<file path="src/rtl/core/gtc_pkg.sv">
// ----------------------------------------------------------------------------
// gtc_pkg
// Shared types, constants and bit-search helpers of the three-colour
// criticality classifier.
// ----------------------------------------------------------------------------
package gtc_pkg;

  localparam int unsigned NV = 32;           // vertices held in the store
  localparam int unsigned IW = $clog2(NV);   // vertex index width
  localparam int unsigned CW = 6;            // vertex_count register width
  localparam int unsigned NUM_COLORS = 3;

  localparam logic [1:0] CLASS_COLORABLE = 2'd0;
  localparam logic [1:0] CLASS_NOT_CRIT  = 2'd1;
  localparam logic [1:0] CLASS_EDGE_CRIT = 2'd2;
  localparam logic [1:0] CLASS_TARGET    = 2'd3;

  typedef logic [NV-1:0] vmask_t;

  typedef struct packed {
    logic          found;
    logic [IW-1:0] idx;
  } find_t;

  // Command to the colouring engine
  typedef struct packed {
    logic          start;
    vmask_t        live;
    logic          skip_en;
    logic [IW-1:0] lo;
    logic [IW-1:0] hi;
  } srch_cmd_t;

  // Status and row read request from the colouring engine
  typedef struct packed {
    logic          done;
    logic          colorable;
    logic          rd_en;
    logic [IW-1:0] rd_addr;
  } srch_sts_t;

  function automatic vmask_t onehot(input logic [IW-1:0] v);
    vmask_t one;
    one = vmask_t'(1);
    return one << v;
  endfunction

  // Bits 0 .. v set
  function automatic vmask_t mask_le(input logic [IW-1:0] v);
    vmask_t sh;
    sh = onehot(v) << 1;
    return sh - vmask_t'(1);
  endfunction

  function automatic vmask_t live_mask(input logic [CW-1:0] vc);
    logic [CW:0] n;
    vmask_t      one;
    one = vmask_t'(1);
    n   = ({1'b0, vc} > (CW+1)'(NV)) ? (CW+1)'(NV) : {1'b0, vc};
    if (n >= (CW+1)'(NV)) begin
      return '1;
    end
    return (one << n) - one;
  endfunction

  // Lowest set bit
  function automatic find_t find_first(input vmask_t m);
    find_t r;
    r = '0;
    for (int i = NV - 1; i >= 0; i--) begin
      if (m[i]) begin
        r.found = 1'b1;
        r.idx   = IW'(i);
      end
    end
    return r;
  endfunction

  // Highest set bit
  function automatic find_t find_last(input vmask_t m);
    find_t r;
    r = '0;
    for (int i = 0; i < NV; i++) begin
      if (m[i]) begin
        r.found = 1'b1;
        r.idx   = IW'(i);
      end
    end
    return r;
  endfunction

endpackage

</file>
<file path="src/rtl/core/gtc_ram.sv">
// ----------------------------------------------------------------------------
// gtc_ram
// Generic single-write, single-read RAM with a registered read port.
// ----------------------------------------------------------------------------
module gtc_ram #(
  parameter int unsigned Width = 32,
  parameter int unsigned Depth = 32
) (
  input  logic                     clk_i,
  input  logic                     we_i,
  input  logic [$clog2(Depth)-1:0] waddr_i,
  input  logic [Width-1:0]         wdata_i,
  input  logic                     re_i,
  input  logic [$clog2(Depth)-1:0] raddr_i,
  output logic [Width-1:0]         rdata_o
);

  logic [Width-1:0] mem_q [Depth];

  always_ff @(posedge clk_i) begin
    if (we_i) begin
      mem_q[waddr_i] <= wdata_i;
    end
    if (re_i) begin
      rdata_o <= mem_q[raddr_i];
    end
  end

endmodule

</file>
<file path="src/rtl/core/gtc_search.sv">
// ----------------------------------------------------------------------------
// gtc_search
// Backtracking 3-colouring engine. Walks the live vertices in ascending
// order, fetching one adjacency row per visit from the shared store.
// ----------------------------------------------------------------------------
module gtc_search (
  input  logic                clk_i,
  input  logic                rst_ni,
  input  gtc_pkg::srch_cmd_t  cmd_i,
  input  gtc_pkg::vmask_t     row_i,
  output gtc_pkg::srch_sts_t  sts_o
);
  import gtc_pkg::*;

  typedef enum logic [3:0] {
    SE_IDLE = 4'b0001,
    SE_READ = 4'b0010,
    SE_EVAL = 4'b0100,
    SE_DONE = 4'b1000
  } se_state_e;

  se_state_e     state_q, state_d;
  vmask_t        live_q, live_d;
  logic          skip_q, skip_d;
  logic [IW-1:0] lo_q, lo_d, hi_q, hi_d;
  logic [IW-1:0] v_q, v_d;
  logic [1:0]    c0_q, c0_d;
  vmask_t        cm_q [NUM_COLORS];
  vmask_t        cm_d [NUM_COLORS];
  logic          res_q, res_d;

  vmask_t nb;
  logic   any_ok;
  logic [1:0] pick;
  logic [1:0] pc;
  find_t  nxt, prv, fst;

  always_comb begin
    nb = row_i & live_q & ~onehot(v_q);
    if (skip_q && v_q == lo_q) nb = nb & ~onehot(hi_q);
    if (skip_q && v_q == hi_q) nb = nb & ~onehot(lo_q);
    any_ok = 1'b0;
    pick   = 2'd0;
    for (int c = NUM_COLORS - 1; c >= 0; c--) begin
      if (((nb & cm_q[c]) == '0) && (2'(c) >= c0_q)) begin
        any_ok = 1'b1;
        pick   = 2'(c);
      end
    end
    nxt = find_first(live_q & ~mask_le(v_q));
    prv = find_last(live_q & mask_le(v_q) & ~onehot(v_q));
    fst = find_first(cmd_i.live);
    if (cm_q[0][prv.idx])      pc = 2'd0;
    else if (cm_q[1][prv.idx]) pc = 2'd1;
    else                       pc = 2'd2;
  end

  always_comb begin
    state_d = state_q;
    live_d  = live_q;
    skip_d  = skip_q;
    lo_d    = lo_q;
    hi_d    = hi_q;
    v_d     = v_q;
    c0_d    = c0_q;
    res_d   = res_q;
    for (int c = 0; c < NUM_COLORS; c++) cm_d[c] = cm_q[c];
    case (state_q)
      SE_IDLE: begin
        if (cmd_i.start) begin
          live_d = cmd_i.live;
          skip_d = cmd_i.skip_en;
          lo_d   = cmd_i.lo;
          hi_d   = cmd_i.hi;
          v_d    = fst.idx;
          c0_d   = 2'd0;
          for (int c = 0; c < NUM_COLORS; c++) cm_d[c] = '0;
          if (fst.found) begin
            state_d = SE_READ;
          end else begin
            res_d   = 1'b1;
            state_d = SE_DONE;
          end
        end
      end
      SE_READ: state_d = SE_EVAL;
      SE_EVAL: begin
        if (any_ok) begin
          cm_d[pick] = cm_q[pick] | onehot(v_q);
          if (nxt.found) begin
            v_d     = nxt.idx;
            c0_d    = 2'd0;
            state_d = SE_READ;
          end else begin
            res_d   = 1'b1;
            state_d = SE_DONE;
          end
        end else if (prv.found) begin
          // back up to the previous vertex and resume past its colour
          v_d      = prv.idx;
          cm_d[pc] = cm_q[pc] & ~onehot(prv.idx);
          c0_d     = pc + 2'd1;
          state_d  = SE_READ;
        end else begin
          res_d   = 1'b0;
          state_d = SE_DONE;
        end
      end
      SE_DONE: state_d = SE_IDLE;
      default: state_d = SE_IDLE;
    endcase
  end

  always_ff @(posedge clk_i or negedge rst_ni) begin
    if (!rst_ni) begin
      state_q <= SE_IDLE;
      res_q   <= 1'b0;
    end else begin
      state_q <= state_d;
      res_q   <= res_d;
    end
  end

  always_ff @(posedge clk_i) begin
    live_q <= live_d;
    skip_q <= skip_d;
    lo_q   <= lo_d;
    hi_q   <= hi_d;
    v_q    <= v_d;
    c0_q   <= c0_d;
    for (int c = 0; c < NUM_COLORS; c++) cm_q[c] <= cm_d[c];
  end

  assign sts_o.done      = (state_q == SE_DONE);
  assign sts_o.colorable = res_q;
  assign sts_o.rd_en     = (state_q == SE_READ);
  assign sts_o.rd_addr   = v_q;

endmodule

</file>
<file path="src/rtl/core/graph_three_color_criticality.sv">
// ----------------------------------------------------------------------------
// graph_three_color_criticality
// Loads graph edges into an adjacency RAM and, on the last edge, classifies
// the graph by 3-colourability of the graph, its vertex and edge deletions.
// ----------------------------------------------------------------------------
//  channel  | handshake             | payload
//  ---------+-----------------------+------------------------------------
//  edge in  | start_i & !busy_o     | vertex_a_i, vertex_b_i, last_edge_i
//  class out| done_o (one cycle)    | graph_class_o
//  config   | vertex_count_we_i     | vertex_count_i
//
//  An edge beat is a read-modify-write of both rows: row a, then row b.
//  A last-edge beat then runs up to 1 + n + n*(n-1)/2 searches; each reads
//  one row per vertex visit, and backtracking sets the visit count.
//  The vertex scan steps past skipped vertices in the deletion passes, reads
//  and scans the row of each live vertex in the edge pass, then ends in T_OUT.
//  Reset clears the row valid bits; the RAM itself is never swept.
//  busy_o holds off new edges throughout; the result cannot be stalled.
// ----------------------------------------------------------------------------
module graph_three_color_criticality (
  input  logic                    clk_i,
  input  logic                    rst_ni,
  input  logic                    start_i,
  output logic                    busy_o,
  input  logic [4:0]              vertex_a_i,
  input  logic [4:0]              vertex_b_i,
  input  logic                    last_edge_i,
  input  logic                    vertex_count_we_i,
  input  logic [gtc_pkg::CW-1:0]  vertex_count_i,
  output logic                    done_o,
  output logic [1:0]              graph_class_o
);
  import gtc_pkg::*;

  typedef enum logic [11:0] {
    T_IDLE   = 12'b000000000001,
    T_LD_A   = 12'b000000000010,
    T_LD_B   = 12'b000000000100,
    T_P0_GO  = 12'b000000001000,
    T_P0_WT  = 12'b000000010000,
    T_P1_SEL = 12'b000000100000,
    T_P1_WT  = 12'b000001000000,
    T_P2_RD  = 12'b000010000000,
    T_P2_LAT = 12'b000100000000,
    T_P2_SEL = 12'b001000000000,
    T_P2_WT  = 12'b010000000000,
    T_OUT    = 12'b100000000000
  } top_state_e;

  top_state_e    state_q, state_d;
  logic [CW-1:0] vc_q;
  vmask_t        valid_q, valid_d;
  logic          rd_vld_q;
  logic [IW-1:0] a_q, b_q, u_q, u_d, v_q, v_d;
  logic          last_q, inrange_q;
  logic [1:0]    class_q, class_d;
  vmask_t        nbr_q, nbr_d;

  logic          accept;
  logic          ram_we, ram_re;
  logic [IW-1:0] ram_waddr, ram_raddr;
  vmask_t        ram_wdata, ram_rdata, row;
  vmask_t        live;
  logic          u_last, v_last;

  srch_cmd_t     cmd;
  srch_sts_t     sts;

  assign accept = start_i && !busy_o;
  assign live   = live_mask(vc_q);
  assign row    = rd_vld_q ? ram_rdata : '0;
  assign u_last = (u_q == IW'(NV - 1));
  assign v_last = (v_q == IW'(NV - 1));

  gtc_ram #(.Width(NV), .Depth(NV)) u_adj_ram (
    .clk_i   (clk_i),
    .we_i    (ram_we),
    .waddr_i (ram_waddr),
    .wdata_i (ram_wdata),
    .re_i    (ram_re),
    .raddr_i (ram_raddr),
    .rdata_o (ram_rdata)
  );

  gtc_search u_search (
    .clk_i  (clk_i),
    .rst_ni (rst_ni),
    .cmd_i  (cmd),
    .row_i  (row),
    .sts_o  (sts)
  );

  always_comb begin
    state_d   = state_q;
    valid_d   = valid_q;
    u_d       = u_q;
    v_d       = v_q;
    class_d   = class_q;
    nbr_d     = nbr_q;
    ram_we    = 1'b0;
    ram_waddr = a_q;
    ram_wdata = row | onehot(b_q);
    ram_re    = sts.rd_en;
    ram_raddr = sts.rd_addr;
    cmd       = '0;
    cmd.live  = live;
    case (state_q)
      T_IDLE: begin
        if (accept) begin
          // fetch row a while the beat is captured
          ram_re    = 1'b1;
          ram_raddr = vertex_a_i;
          state_d   = T_LD_A;
        end
      end
      T_LD_A: begin
        ram_we    = inrange_q;
        ram_waddr = a_q;
        ram_wdata = row | onehot(b_q);
        ram_re    = 1'b1;
        ram_raddr = b_q;
        if (inrange_q) valid_d[a_q] = 1'b1;
        state_d   = T_LD_B;
      end
      T_LD_B: begin
        ram_we    = inrange_q;
        ram_waddr = b_q;
        ram_wdata = row | onehot(a_q);
        if (inrange_q) valid_d[b_q] = 1'b1;
        state_d   = last_q ? T_P0_GO : T_IDLE;
      end
      T_P0_GO: begin
        cmd.start = 1'b1;
        state_d   = T_P0_WT;
      end
      T_P0_WT: begin
        if (sts.done) begin
          if (sts.colorable) begin
            class_d = CLASS_COLORABLE;
            state_d = T_OUT;
          end else begin
            u_d     = '0;
            state_d = T_P1_SEL;
          end
        end
      end
      T_P1_SEL: begin
        if (live[u_q]) begin
          cmd.start = 1'b1;
          cmd.live  = live & ~onehot(u_q);
          state_d   = T_P1_WT;
        end else if (u_last) begin
          u_d     = '0;
          state_d = T_P2_RD;
        end else begin
          u_d = u_q + IW'(1);
        end
      end
      T_P1_WT: begin
        if (sts.done) begin
          if (!sts.colorable) begin
            class_d = CLASS_NOT_CRIT;
            state_d = T_OUT;
          end else if (u_last) begin
            u_d     = '0;
            state_d = T_P2_RD;
          end else begin
            u_d     = u_q + IW'(1);
            state_d = T_P1_SEL;
          end
        end
      end
      T_P2_RD: begin
        if (live[u_q]) begin
          ram_re    = 1'b1;
          ram_raddr = u_q;
          state_d   = T_P2_LAT;
        end else if (u_last) begin
          class_d = CLASS_TARGET;
          state_d = T_OUT;
        end else begin
          u_d = u_q + IW'(1);
        end
      end
      T_P2_LAT: begin
        // keep only live partners above u
        nbr_d   = row & live & ~mask_le(u_q);
        v_d     = '0;
        state_d = T_P2_SEL;
      end
      T_P2_SEL: begin
        if (nbr_q[v_q]) begin
          cmd.start   = 1'b1;
          cmd.skip_en = 1'b1;
          cmd.lo      = u_q;
          cmd.hi      = v_q;
          state_d     = T_P2_WT;
        end else if (!v_last) begin
          v_d = v_q + IW'(1);
        end else if (u_last) begin
          class_d = CLASS_TARGET;
          state_d = T_OUT;
        end else begin
          u_d     = u_q + IW'(1);
          state_d = T_P2_RD;
        end
      end
      T_P2_WT: begin
        if (sts.done) begin
          if (sts.colorable) begin
            class_d = CLASS_EDGE_CRIT;
            state_d = T_OUT;
          end else if (!v_last) begin
            v_d     = v_q + IW'(1);
            state_d = T_P2_SEL;
          end else if (u_last) begin
            class_d = CLASS_TARGET;
            state_d = T_OUT;
          end else begin
            u_d     = u_q + IW'(1);
            state_d = T_P2_RD;
          end
        end
      end
      T_OUT: begin
        // drop the whole store for the next graph
        valid_d = '0;
        state_d = T_IDLE;
      end
      default: state_d = T_IDLE;
    endcase
  end

  always_ff @(posedge clk_i or negedge rst_ni) begin
    if (!rst_ni) begin
      state_q <= T_IDLE;
      valid_q <= '0;
      vc_q    <= CW'(14);
    end else begin
      state_q <= state_d;
      valid_q <= valid_d;
      if (vertex_count_we_i) vc_q <= vertex_count_i;
    end
  end

  always_ff @(posedge clk_i) begin
    if (ram_re) rd_vld_q <= valid_q[ram_raddr];
    if (accept) begin
      a_q       <= vertex_a_i;
      b_q       <= vertex_b_i;
      last_q    <= last_edge_i;
      inrange_q <= ({1'b0, vertex_a_i} < 6'(NV)) && ({1'b0, vertex_b_i} < 6'(NV));
    end
    u_q     <= u_d;
    v_q     <= v_d;
    nbr_q   <= nbr_d;
    class_q <= class_d;
  end

  assign busy_o        = (state_q != T_IDLE);
  assign done_o        = (state_q == T_OUT);
  assign graph_class_o = class_q;

`ifndef SYNTH
  a_done_then_idle: assert property (@(posedge clk_i) disable iff (!rst_ni)
    done_o |=> !busy_o)
    else $error("no return to idle after a result beat");
  a_accept_busy: assert property (@(posedge clk_i) disable iff (!rst_ni)
    accept |=> busy_o)
    else $error("accepted beat did not raise busy");
  a_port_clash: assert property (@(posedge clk_i) disable iff (!rst_ni)
    !(ram_we && sts.rd_en))
    else $error("row write collides with a search read");
  a_store_cleared: assert property (@(posedge clk_i) disable iff (!rst_ni)
    done_o |=> (valid_q == '0))
    else $error("store not cleared after a result beat");
`endif

endmodule

</file>
<file path="config.mk">
export PLATFORM = sky130hd
export DESIGN_NAME = graph_three_color_criticality
export DESIGN_NICKNAME = d
export VERILOG_FILES = /design/src/rtl/core/gtc_pkg.sv /design/src/rtl/core/gtc_ram.sv /design/src/rtl/core/gtc_search.sv /design/src/rtl/core/graph_three_color_criticality.sv
export SDC_FILE = /design/constraint.sdc
export NUM_CORES = 2
export LEC_CHECK = 0
export ABC_AREA = 1
export BUFFER_PORTS_ARGS = -buffer_cell sky130_fd_sc_hd__buf_2
export CORE_UTILIZATION = 40
export DETAILED_ROUTE_END_ITERATION = 8
export PLACE_DENSITY_LB_ADDON = 0.1
export SLEW_MARGIN = 10
export SYNTH_ARGS = -nofsm -noshare
export SYNTH_HDL_FRONTEND = slang
export SYNTH_SLANG_ARGS = --single-unit
</file>
<file path="constraint.sdc">
create_clock -name clk_i -period 7.4 [get_ports clk_i]
set_input_delay 0.37 -clock clk_i [delete_from_list [all_inputs] [get_ports clk_i]]
set_output_delay 0.37 -clock clk_i [all_outputs]
set_load 0.1 [all_outputs]
</file>
==> reports/results.ini <==
[clock_tree]
post_cts_buffers = 0
cts_tree = built
holdBufCountCts = 20
cts_root_buf = clkbuf_16
clk_pin_slew_ns = 0.06
cts_num_sinks = 1312
cts_buffers = 147
post_cts_resized = 0
clk_latency_ns = 0.83
clock_path_buffers = 3
h-tree-depth = 4

[routing]
routedWlPerCell_um = 28.2
vias = 51500
vias_per_cell = 6.01
drc_errors = 0
routed_wl_um = 242000
dr.pass1.iters = 8
drtIter0Drc = 6358
ant_nets = 0

[setup_path]
crit_start = vc_q[5]$_DFFE_PN0P_
worstPathRequired_ns = 8.00
cpMaxStageDelayCell = dfrtp_1
crit_arrival_ns = 7.29
criticalPathCategory = reg -> reg
cp_num_buf_inv = 6
end_kind = register
cp-start-kind = register
crit_family = compound AO/OA/AOI/OAI gates
max_stage_delay_ns = 0.55
crit_path_frequent_cell = nand2_1
cp_max_fo = 88
rrSetupSlack_ns = 0.71
timing.rr.end = u_adj_ram.rdata_o[27]$_DFFE_PP_
r2r_start = vc_q[5]$_DFFE_PN0P_
reg2regPathDepth = 27

[synthesis]
synth.largest_area_cell = edfxtp_1
synth_flop_cell = edfxtp_1
synth_edf_count = 1257
synth_top_cell_area_share_pct = 59.6
synth_area_leaders = edfxtp_1, nand2_1, nor2_1, o21ai_0, o221ai_1
avgSynthCellArea_um2 = 9.88
seq_area_frac_synth_pct = 61.8
yosysWarnings = 0
post-synth-top-count-cell = edfxtp_1
ys_seq_elements = 1312
syn_nets = 6436
synthArstFlopShare_pct = 4.19
synth_cell_type_count = 66
netlist_instances = 6404
synth_common_cells = edfxtp_1, nand2_1, nor2_1
syn_area_um2 = 63300

[sta]
hold_viol = 0
final.setup_skew_ns = 0.0668
maxSlewViolCount = 0
setup_viol = 0
period_needed_ns = 6.69
rsz0062_at_grt = false
fmax_mhz = 149
tightestPinTransition_ns = 1.37
setup_tns_ns = 0
post-route-period-util_pct = 90.4
slew_headroom_pct = 7.58

[power_and_ir_drop]
p_per_area_nw_per_um2 = 391
irDropWorstVdd_mv = 0.501
leakagePower_nw = 25.4

[cells_and_area]
drive_gt1_share_pct = 8.65
finalNetCount = 6420
fillers = 14700
syn_to_final_growth_pct = 13.2
final_area_um2 = 71600

[floorplan]
core-area_um2 = 157000
die_area_um2 = 160000
fp.dieH_um = 400
start_util_pct = 40.4
rows = 145
io_pins = 25
dieWidth_um = 400

[global_routing]
grt_overflow = 0
grt_pass1_vias = 48200
grt_start_max_net_pins = 168
antenna_found_initial = 9
grt_usage_pct = 29.9
grt_pass1_wl_um = 346000

[placed_design]
place_area_um2 = 66600
port_buffers = 24
dp_hpwl_um = 149000
gp_congestion = 1.01

[min_path]
hold_start = start_i
hold_depth = 4
whs_endpoint = last_q$_DFFE_PP_
hold_path.class = in -> reg

[run_status]
status = complete, no violations

[run]
drv_cap = 0

-- final cells by class --
type | instances | area, um2 | share of cell area, %
flip-flops and latches | 1312 | 39100 | 54.6
multi-input cells | 4164 | 21000 | 29.3
clock buffers | 187 | 3880 | 5.42
well taps | 2058 | 2570 | 3.59
inverters | 551 | 2100 | 2.93
repair buffers | 212 | 1990 | 2.78
clock inverters | 83 | 922 | 1.29
diodes | 5 | 12.5 | 0.0175
-- worst max-delay path by stage --
| stage | to | cells past startpoint |
|---|---|---|
| 5_1_grt | u_search.v_q[0]$_DFFE_PP_ | 47 |
| 4_1_cts | u_adj_ram.rdata_o[27]$_DFFE_PP_ | 27 |
| 6_report | u_adj_ram.rdata_o[27]$_DFFE_PP_ | 27 |
| 2_1_floorplan | u_search.cm_q[0][0]$_SDFFCE_PP0P_ | 26 |
| 3_5_place_dp | u_adj_ram.rdata_o[27]$_DFFE_PP_ | 27 |
| 3_3_place_gp | u_adj_ram.rdata_o[27]$_DFFE_PP_ | 28 |
-- worst min-delay path, delay by kind of cell --
kind                   cells  cell delay, ns
buffers and inverters      3            0.37
and+or+nand+nor            1            0.04
-- sequential cells by signal (all words and copies together), names as in the netlist, 2 cells and up --
signal	flops
u_search.live_q	32
a_q	5
u_adj_ram.mem_q	1024
b_q	5
u_search.c0_q	2
u_adj_ram.rdata_o	32
nbr_q	31
vc_q	6
u_search.v_q	5
graph_class_o	2
v_q	5
u_search.lo_q	5
u_search.cm_q	96
valid_q	32
u_q	5
u_search.hi_q	5
u_search.state_q	4
state_q	12
-- layer usage --
layer | GRT usage, % | up-vias | part of all wire (%)
li1 | - | 22900 | -
met1 | 42.3 | 25800 | 43
met2 | 47.0 | 2406 | 45
met3 | 4.09 | 468 | 7.5
met4 | 10.2 | 2 | 3.7
met5 | 0 | - | 0.0050
-- power breakdown --
part | switching [mW] | leakage, nW | internal [mW] | total [mW]
Clock | 3.25 | 2.31 | 4.07 | 7.32
Sequential | 0.207 | 12.4 | 9.56 | 9.76
Combinational | 8.16 | 10.6 | 2.79 | 10.9
Total | 11.6 | 25.4 | 16.4 | 28.0
-- placed cells by master, fill, tap and decap left out, drive strengths merged, types with 56 or more instances in the layout --
master     n
a21oi    219
a31oi     87
buf      192
clkbuf   187
clkinv    74
edfxtp  1257
inv      545
nand2   1016
nand3    352
nand4     56
nor2    1012
nor3      96
o211ai    74
o21ai    735
o221ai   264
o22ai     64
-- per-stage QoR --
step | cells | total power, mW | hold WS, ns | utilization, % | setup WS [ns]
after floorplan | 6404 | 16.3 | 0.0744 | - | 0.970
after global placement | 8277 | 20.8 | 0.472 | 42.5 | 0.701
after detailed placement | 8277 | 20.8 | 0.473 | 42.5 | 0.921
after CTS | 8567 | 28.1 | 0.143 | 45.7 | 0.877
after global routing | 8568 | 29.3 | 0.207 | 45.7 | 0.294
final | 8572 | 28.0 | 0.187 | 45.7 | 0.709
-- logic make-up (layout without fill, tap and decap cells) --
kind of cell / count (synthesis) / count (layout) / synth area share [%]
buffers and inverters: 928 / 1033 / 5.76
and+or+nand+nor: 2598 / 2598 / 17.1
DFF: 1312 / 1312 / 61.8
adders and majority gates: 11 / 11 / 0.217
xor gates and xnor gates: 22 / 22 / 0.304
other: 0 / 5 / 0
AOI/OAI and AO/OA: 1533 / 1533 / 14.8
Note: power is estimated with default switching activity, not from simulation.
